--- src/sv/mffd_pkg.sv ---
// ----------------------------------------------------------------------------
// mffd_pkg
// Shared types and constants for the motor feedback frame decoder.
// ----------------------------------------------------------------------------
package mffd_pkg;

    localparam int MOTOR_COUNT = 4;
    localparam int ID_W        = 11;
    localparam int PAYLOAD_W   = 64;
    localparam int ENC_W       = 13;
    localparam int TURN_W      = 16;
    localparam int ANGLE_W     = 25;
    localparam int INDEX_W     = 3;

    localparam logic [ID_W-1:0] BASE_ID_RESET = 11'd513;

    localparam logic signed [ENC_W:0] JUMP_LIMIT_POS = 14'sd4096;
    localparam logic signed [ENC_W:0] JUMP_LIMIT_NEG = -14'sd4096;
    localparam int DEG_PER_TURN = 360;

    typedef enum logic [1:0] {
        ST_IDLE,
        ST_UPDATE,
        ST_ANGLE
    } t_state;

    typedef struct packed {
        logic [ENC_W-1:0]  position;
        logic [TURN_W-1:0] turns;
    } t_entry;

    typedef struct packed {
        logic rd;
        logic wr;
    } t_mem_ctl;

endpackage

--- src/sv/mffd_state_ram.sv ---
// ----------------------------------------------------------------------------
// mffd_state_ram
// Per-motor state memory with a registered read; entries read as zero
// until first written.
// ----------------------------------------------------------------------------
module mffd_state_ram #(
    parameter int MOTOR_COUNT = mffd_pkg::MOTOR_COUNT,
    parameter int ADDR_W      = (MOTOR_COUNT > 1) ? $clog2(MOTOR_COUNT) : 1
) (
    input  logic                 i_clk,
    input  logic                 i_rst_n,
    input  mffd_pkg::t_mem_ctl   i_ctl,
    input  logic [ADDR_W-1:0]    i_rd_addr,
    input  logic [ADDR_W-1:0]    i_wr_addr,
    input  mffd_pkg::t_entry     i_wr_data,
    output mffd_pkg::t_entry     o_rd_data
);

    mffd_pkg::t_entry r_mem [MOTOR_COUNT];
    logic [MOTOR_COUNT-1:0] r_vld;
    mffd_pkg::t_entry r_rd_data;
    logic r_rd_vld;

    always_ff @(posedge i_clk) begin
        if (i_ctl.wr) begin
            r_mem[i_wr_addr] <= i_wr_data;
        end
        if (i_ctl.rd) begin
            r_rd_data <= r_mem[i_rd_addr];
        end
    end

    always_ff @(posedge i_clk) begin
        if (!i_rst_n) begin
            r_vld    <= '0;
            r_rd_vld <= 1'b0;
        end else begin
            if (i_ctl.wr) begin
                r_vld[i_wr_addr] <= 1'b1;
            end
            if (i_ctl.rd) begin
                r_rd_vld <= r_vld[i_rd_addr];
            end
        end
    end

    assign o_rd_data = r_rd_vld ? r_rd_data : '0;

endmodule

--- src/sv/motor_feedback_frame_decoder_top.sv ---
// ----------------------------------------------------------------------------
// motor_feedback_frame_decoder_top
// Decodes motor feedback frames and unwraps the encoder into turns and angle.
//
// Input channel (i_valid / o_stall) carries one frame: identifier and eight
// payload bytes. Frames whose identifier lies in the window base_id ..
// base_id + MOTOR_COUNT - 1 give one result beat on the output channel
// (o_valid / i_stall); other frames are dropped.
// A matching frame is handled in order: accept and read the motor's state,
// update and write back turn count and position, then form the angle into
// the output register. A new frame is accepted only once the state machine
// is idle again, after the angle step, so frames do not overlap; the
// read-modify-write of the state memory sets this.
// The output register holds a finished result while i_stall is high; the
// next frame may be accepted meanwhile, and it waits in its angle cycle
// until the output register drains.
// Reset returns base_id to 513 and all motor state to zero; no clearing
// pass is needed. The configuration channel is always ready.
// ----------------------------------------------------------------------------
module motor_feedback_frame_decoder_top #(
    parameter int MOTOR_COUNT = mffd_pkg::MOTOR_COUNT
) (
    input  logic                                i_clk,
    input  logic                                i_rst_n,
    input  logic                                i_cfg_valid,
    output logic                                o_cfg_ready,
    input  logic [mffd_pkg::ID_W-1:0]           i_cfg_data,
    input  logic                                i_valid,
    output logic                                o_stall,
    input  logic [mffd_pkg::ID_W-1:0]           i_frame_id,
    input  logic [mffd_pkg::PAYLOAD_W-1:0]      i_payload,
    output logic                                o_valid,
    input  logic                                i_stall,
    output logic [mffd_pkg::INDEX_W-1:0]        o_motor_index,
    output logic [mffd_pkg::ENC_W-1:0]          o_encoder,
    output logic signed [15:0]                  o_speed,
    output logic signed [15:0]                  o_current,
    output logic [7:0]                          o_temperature,
    output logic signed [mffd_pkg::TURN_W-1:0]  o_turns,
    output logic signed [mffd_pkg::ANGLE_W-1:0] o_angle
);

    localparam int IDX_W   = (MOTOR_COUNT > 1) ? $clog2(MOTOR_COUNT) : 1;
    localparam int ENC_W   = mffd_pkg::ENC_W;
    localparam int TURN_W  = mffd_pkg::TURN_W;
    localparam int ANGLE_W = mffd_pkg::ANGLE_W;
    localparam int ID_W    = mffd_pkg::ID_W;
    localparam int PROD_W  = ENC_W + 9;

    mffd_pkg::t_state r_state, n_state;
    logic [ID_W-1:0] r_base;

    logic [IDX_W-1:0]  r_idx;
    logic [ENC_W-1:0]  r_enc;
    logic [15:0]       r_speed;
    logic [15:0]       r_current;
    logic [7:0]        r_temp;
    logic [TURN_W-1:0] r_turns;

    logic                            r_out_valid;
    logic [IDX_W-1:0]                r_out_idx;
    logic [ENC_W-1:0]                r_out_enc;
    logic [15:0]                     r_out_speed;
    logic [15:0]                     r_out_current;
    logic [7:0]                      r_out_temp;
    logic [TURN_W-1:0]               r_out_turns;
    logic [ANGLE_W-1:0]              r_out_angle;

    logic              w_accept;
    logic [ID_W:0]     w_rel;
    logic              w_hit;
    logic              w_load;
    logic              w_drain;
    mffd_pkg::t_mem_ctl w_ctl;
    mffd_pkg::t_entry  w_rd;
    mffd_pkg::t_entry  w_wr;
    logic signed [ENC_W:0] w_diff;
    logic [TURN_W-1:0] w_new_turns;
    logic signed [ANGLE_W-1:0] w_turn_deg;
    logic [PROD_W-1:0] w_enc_prod;
    logic [ANGLE_W-1:0] w_angle;

    assign w_accept = i_valid && !o_stall;
    assign w_rel    = {1'b0, i_frame_id} - {1'b0, r_base};
    assign w_hit    = !w_rel[ID_W] && (w_rel[ID_W-1:0] < ID_W'(MOTOR_COUNT));
    assign w_drain  = r_out_valid && !i_stall;

    // next state
    always_comb begin
        n_state = r_state;
        case (r_state)
            mffd_pkg::ST_IDLE: begin
                if (w_accept && w_hit) begin
                    n_state = mffd_pkg::ST_UPDATE;
                end
            end
            mffd_pkg::ST_UPDATE: begin
                n_state = mffd_pkg::ST_ANGLE;
            end
            mffd_pkg::ST_ANGLE: begin
                if (!r_out_valid || !i_stall) begin
                    n_state = mffd_pkg::ST_IDLE;
                end
            end
            default: begin
                n_state = mffd_pkg::ST_IDLE;
            end
        endcase
    end

    // outputs of the state machine
    always_comb begin
        o_stall  = 1'b1;
        w_ctl.rd = 1'b0;
        w_ctl.wr = 1'b0;
        w_load   = 1'b0;
        case (r_state)
            mffd_pkg::ST_IDLE: begin
                o_stall  = 1'b0;
                w_ctl.rd = w_accept && w_hit;
            end
            mffd_pkg::ST_UPDATE: begin
                w_ctl.wr = 1'b1;
            end
            mffd_pkg::ST_ANGLE: begin
                w_load = !r_out_valid || !i_stall;
            end
            default: begin
                o_stall = 1'b1;
            end
        endcase
    end

    always_ff @(posedge i_clk) begin
        if (!i_rst_n) begin
            r_state <= mffd_pkg::ST_IDLE;
            r_base  <= mffd_pkg::BASE_ID_RESET;
        end else begin
            r_state <= n_state;
            if (i_cfg_valid && o_cfg_ready) begin
                r_base <= i_cfg_data;
            end
        end
    end

    assign o_cfg_ready = 1'b1;

    mffd_state_ram #(
        .MOTOR_COUNT (MOTOR_COUNT),
        .ADDR_W      (IDX_W)
    ) u_ram (
        .i_clk     (i_clk),
        .i_rst_n   (i_rst_n),
        .i_ctl     (w_ctl),
        .i_rd_addr (w_rel[IDX_W-1:0]),
        .i_wr_addr (r_idx),
        .i_wr_data (w_wr),
        .o_rd_data (w_rd)
    );

    // unwrap
    assign w_diff = $signed({1'b0, r_enc}) - $signed({1'b0, w_rd.position});

    always_comb begin
        w_new_turns = w_rd.turns;
        if (w_diff > mffd_pkg::JUMP_LIMIT_POS) begin
            w_new_turns = w_rd.turns - TURN_W'(1);
        end else if (w_diff < mffd_pkg::JUMP_LIMIT_NEG) begin
            w_new_turns = w_rd.turns + TURN_W'(1);
        end
    end

    assign w_wr.position = r_enc;
    assign w_wr.turns    = w_new_turns;

    // capture frame fields and updated turn count
    always_ff @(posedge i_clk) begin
        if (w_accept) begin
            r_idx     <= w_rel[IDX_W-1:0];
            r_enc     <= i_payload[48 +: ENC_W];
            r_speed   <= i_payload[47:32];
            r_current <= i_payload[31:16];
            r_temp    <= i_payload[15:8];
        end
        if (r_state == mffd_pkg::ST_UPDATE) begin
            r_turns <= w_new_turns;
        end
    end

    // angle
    assign w_turn_deg = $signed({{(ANGLE_W-TURN_W){r_turns[TURN_W-1]}}, r_turns})
                        * $signed(ANGLE_W'(mffd_pkg::DEG_PER_TURN));
    assign w_enc_prod = PROD_W'(r_enc) * PROD_W'(mffd_pkg::DEG_PER_TURN);
    assign w_angle    = w_turn_deg
                        + ANGLE_W'(w_enc_prod[PROD_W-1:ENC_W]);

    always_ff @(posedge i_clk) begin
        if (!i_rst_n) begin
            r_out_valid <= 1'b0;
        end else if (w_load) begin
            r_out_valid <= 1'b1;
        end else if (w_drain) begin
            r_out_valid <= 1'b0;
        end
    end

    always_ff @(posedge i_clk) begin
        if (w_load) begin
            r_out_idx     <= r_idx;
            r_out_enc     <= r_enc;
            r_out_speed   <= r_speed;
            r_out_current <= r_current;
            r_out_temp    <= r_temp;
            r_out_turns   <= r_turns;
            r_out_angle   <= w_angle;
        end
    end

    assign o_valid       = r_out_valid;
    assign o_motor_index = mffd_pkg::INDEX_W'(r_out_idx);
    assign o_encoder     = r_out_enc;
    assign o_speed       = $signed(r_out_speed);
    assign o_current     = $signed(r_out_current);
    assign o_temperature = r_out_temp;
    assign o_turns       = $signed(r_out_turns);
    assign o_angle       = $signed(r_out_angle);

endmodule

--- config.mk ---
export PLATFORM = sky130hd
export DESIGN_NAME = motor_feedback_frame_decoder_top
export DESIGN_NICKNAME = d
export VERILOG_FILES = /design/src/sv/mffd_pkg.sv /design/src/sv/mffd_state_ram.sv /design/src/sv/motor_feedback_frame_decoder_top.sv
export SDC_FILE = /design/constraint.sdc
export NUM_CORES = 1
export LEC_CHECK = 0
export BUFFER_PORTS_ARGS = -buffer_cell sky130_fd_sc_hd__buf_4
export CORE_MARGIN = 2
export CORE_UTILIZATION = 40
export DETAILED_ROUTE_END_ITERATION = 10
export GPL_TIMING_DRIVEN = 0
export SYNTH_ARGS = -nofsm -noshare
export SYNTH_HDL_FRONTEND = slang
export SYNTH_SLANG_ARGS = --single-unit
--- constraint.sdc ---
create_clock -name i_clk -period 7.75 [get_ports i_clk]
set_clock_uncertainty 0.1 [all_clocks]
set_input_delay 1.55 -clock i_clk [delete_from_list [all_inputs] [get_ports i_clk]]
set_output_delay 1.55 -clock i_clk [all_outputs]
set_load 0.01 [all_outputs]
==> flow_summary.ini <==
[run_status]
status = complete, no violations

[clock_network]
cts_resized = 0
numCtsBuffers = 39
cts_tree = built
cts_setup_buffers = 0
cts_sinks = 331
cts_hold_buffers = 0
cts.reportedPaths.clkPinSlew_ns = 0.06
cts-root-buf = clkbuf_16
clock_path_buffers = 3
htreeDepth = 2
worstSkewPairLatency_ns = 0.55

[cells_and_area]
drive_gt1_frac = 0.218
nets = 1697
final_core_util = 0.488
fin_cells = 2009
diodes = 0
area_delta_synth_final_pct = 20.7
fin_area_sq_um = 20400

[synthesis]
synth_top_cell_by_area = edfxtp_1
synth_area_per_cell_sq_um = 13.9
synth.ff_latch_count = 331
synth_fp_nets = 1467
synth_area_sq_um = 16900
synthCells = 1210
ys_seq_area_frac = 0.578
yosysMostFrequentCell = edfxtp_1
yosysUniqueCellTypes = 86
ys.flop_type = edfxtp_1
synthArstFlopShare = 0
synthTopCellsByArea = edfxtp_1, ha_1, fa_1, mux4_2, inv_1
synth-edff-count = 312
ys_warn_count = 0
synthTopCellsByCount = edfxtp_1, inv_1, ha_1
synth.top_cell.area_share = 0.555

[floorplan]
chipHeight_um = 209
core_area_sq_um = 41800
rows = 75
io_pins = 191
die_w_um = 209
initial_core_util = 0.404
dieArea_sq_um = 43800

[sta]
min_period_over_period = 0.855
max_slew_margin = 0.330
drv_slew = 0
finalHoldViolCount = 0
worst_pin_slew_ns = 1.00
whs_ns = 0.314
rsz0062_at_grt = no
setup_viol_count_final = 0
period_minus_slack_ns = 6.63
max_freq_mhz = 151

[critical_path]
arrival_ns = 6.81
required_ns = 7.94
cp_max_fo = 9
rr_startpoint = r_enc[1]$_DFFE_PP_
setup.worst_path.start_class = flip-flop
regToRegSetupSlack_ns = 1.12
r2r_end = o_angle[24]$_DFFE_PP_
crit_end = o_angle[24]$_DFFE_PP_
cp-end-kind = flip-flop
startpoint = r_enc[1]$_DFFE_PP_
critPathKind = reg2reg
r2r_cells = 19

[drt]
drt_iter0_markers = 426
vias = 10174
drt-pass1-iter-count = 8
drt-total-wl_mm = 33.2
remaining_drc_errors = 0
routedWlPerCell_um = 16.5
via_per_inst = 5.06
ant_nets = 0

[flow_run]
maxCapViolCount = 0

[pwr]
ir_drop_mv = 0.177
leakage_nw = 7.91
power.density_nw_per_um2 = 216
p_total_w = 0.00439

[global_routing]
grt_pass1_wl_mm = 53.8
grt-ovfl-total = 0
antenna_found_initial = 0
grt_pass1_vias = 10470
grtUsageTotal = 0.155
grt_max_degree = 40

[placed_design]
dp.cells = 1938
dpl.hpwl_mm = 24.1
placed_area_sq_um = 19100
place_congestion = 0.866
portBuffers = 176

[worst_hold_path]
hold_class = reg2reg
[placed cells by master (no fill, tap or decap), drive strengths merged, types with 24 or more instances in the layout]
cell type | synthesis | layout
nor3 | 24 | 24
nor2 | 47 | 47
mux4 | 30 | 30
a21oi | 41 | 41
nand2 | 64 | 64
xnor2 | 28 | 28
nand3 | 25 | 25
fa | 50 | 50
buf | 8 | 197
clkbuf | 12 | 65
o21ai | 40 | 40
ha | 116 | 116
inv | 154 | 156
edfxtp | 312 | 312
[through the flow]
stage	setup slack (ns)	TNS (ns)
finish	1.12	0
global route	0.484	0
CTS	0.900	0
detailed placement	0.955	0
global placement	-1.95	-229.94
floorplan	0.860	0
[report_power, final]
part	total (W)	internal (W)	switching, W
sequential	0.00203	0.00201	0.0000179
combinational	0.000566	0.000261	0.000305
clock	0.00180	0.00108	0.000719
[state kept, by name, summed over array words and instances, names as in the netlist]
| register | count |
|---|---|
| o_angle | 25 |
| o_current | 16 |
| o_encoder | 13 |
| o_speed | 16 |
| o_temperature | 8 |
| o_turns | 16 |
| o_valid | 1 |
| r_base | 11 |
| r_current | 16 |
| r_enc | 13 |
| r_idx | 2 |
| r_out_idx | 2 |
| r_speed | 16 |
| r_state | 2 |
| r_temp | 8 |
| r_turns | 16 |
| u_ram.r_mem | 116 |
| u_ram.r_rd_data | 29 |
| u_ram.r_rd_vld | 1 |
| u_ram.r_vld | 4 |
[routing by layer]
layer / global-route usage / vias up / wire (um)
met1: 0.196 / 4963 / 14500
met3: 0.0278 / 60 / 1370
li1: - / 4954 / -
met5: 0 / - / 0
met2: 0.267 / 197 / 16400
met4: 0.0589 / 0 / 935
[worst max-delay path: stages (launching register included)]
cell       delay, ns
edfxtp_1        0.58
ha_1            0.43
fa_1            0.55
fa_1            0.44
ha_1            0.29
o21a_1          0.12
o21a_1          0.13
o2111ai_1       0.14
a31o_2          0.27
o21ai_0         0.40
nor4_1          0.09
nor3_1          0.23
xor2_1          0.26
ha_1            0.26
nor4_1          0.07
nor4_1          0.75
nand4_1         0.37
nor4_1          0.53
nand4_1         0.19
xnor2_1         0.15
[final cells by class]
| class | instances | area (sq um) |
|---|---|---|
| Fill cell | 3582 | 21400 |
| Clock buffer | 53 | 1080 |
| Tap cell | 539 | 674 |
| Sequential cell | 331 | 9750 |
| Inverter | 154 | 578 |
| Timing Repair Buffer | 189 | 1520 |
| Clock inverter | 18 | 191 |
| Multi-Input combinational cell | 705 | 6480 |
| Buffer | 20 | 100 |
[how the worst min path moves through the flow]
stage                            startpoint                 endpoint  slack (ns)  cells after the start
floorplan            r_current[0]$_DFFE_PP_   o_current[0]$_DFFE_PP_        0.30                      0
global placement       r_speed[3]$_DFFE_PP_     o_speed[3]$_DFFE_PP_        0.30                      0
detailed placement  r_current[11]$_DFFE_PP_  o_current[11]$_DFFE_PP_        0.30                      0
CTS                 r_current[11]$_DFFE_PP_  o_current[11]$_DFFE_PP_        0.32                      0
global route           r_speed[9]$_DFFE_PP_     o_speed[9]$_DFFE_PP_        0.32                      0
finish                 r_speed[9]$_DFFE_PP_     o_speed[9]$_DFFE_PP_        0.31                      0
[kinds of logic (layout without fill, tap and decap cells)]
logic type,Yosys count,in the layout,share of synthesized area
adders and majority gates,166,166,0.145
xor gates and xnor gates,48,48,0.0249
other,2,2,0.000445
DFF,331,331,0.578
and+or+nand+nor,246,246,0.0779
buffers and inverters,174,434,0.0402
AOI/OAI and AO/OA,194,194,0.0814
muxes,49,49,0.0518
Power figures use the tool's default switching activity.
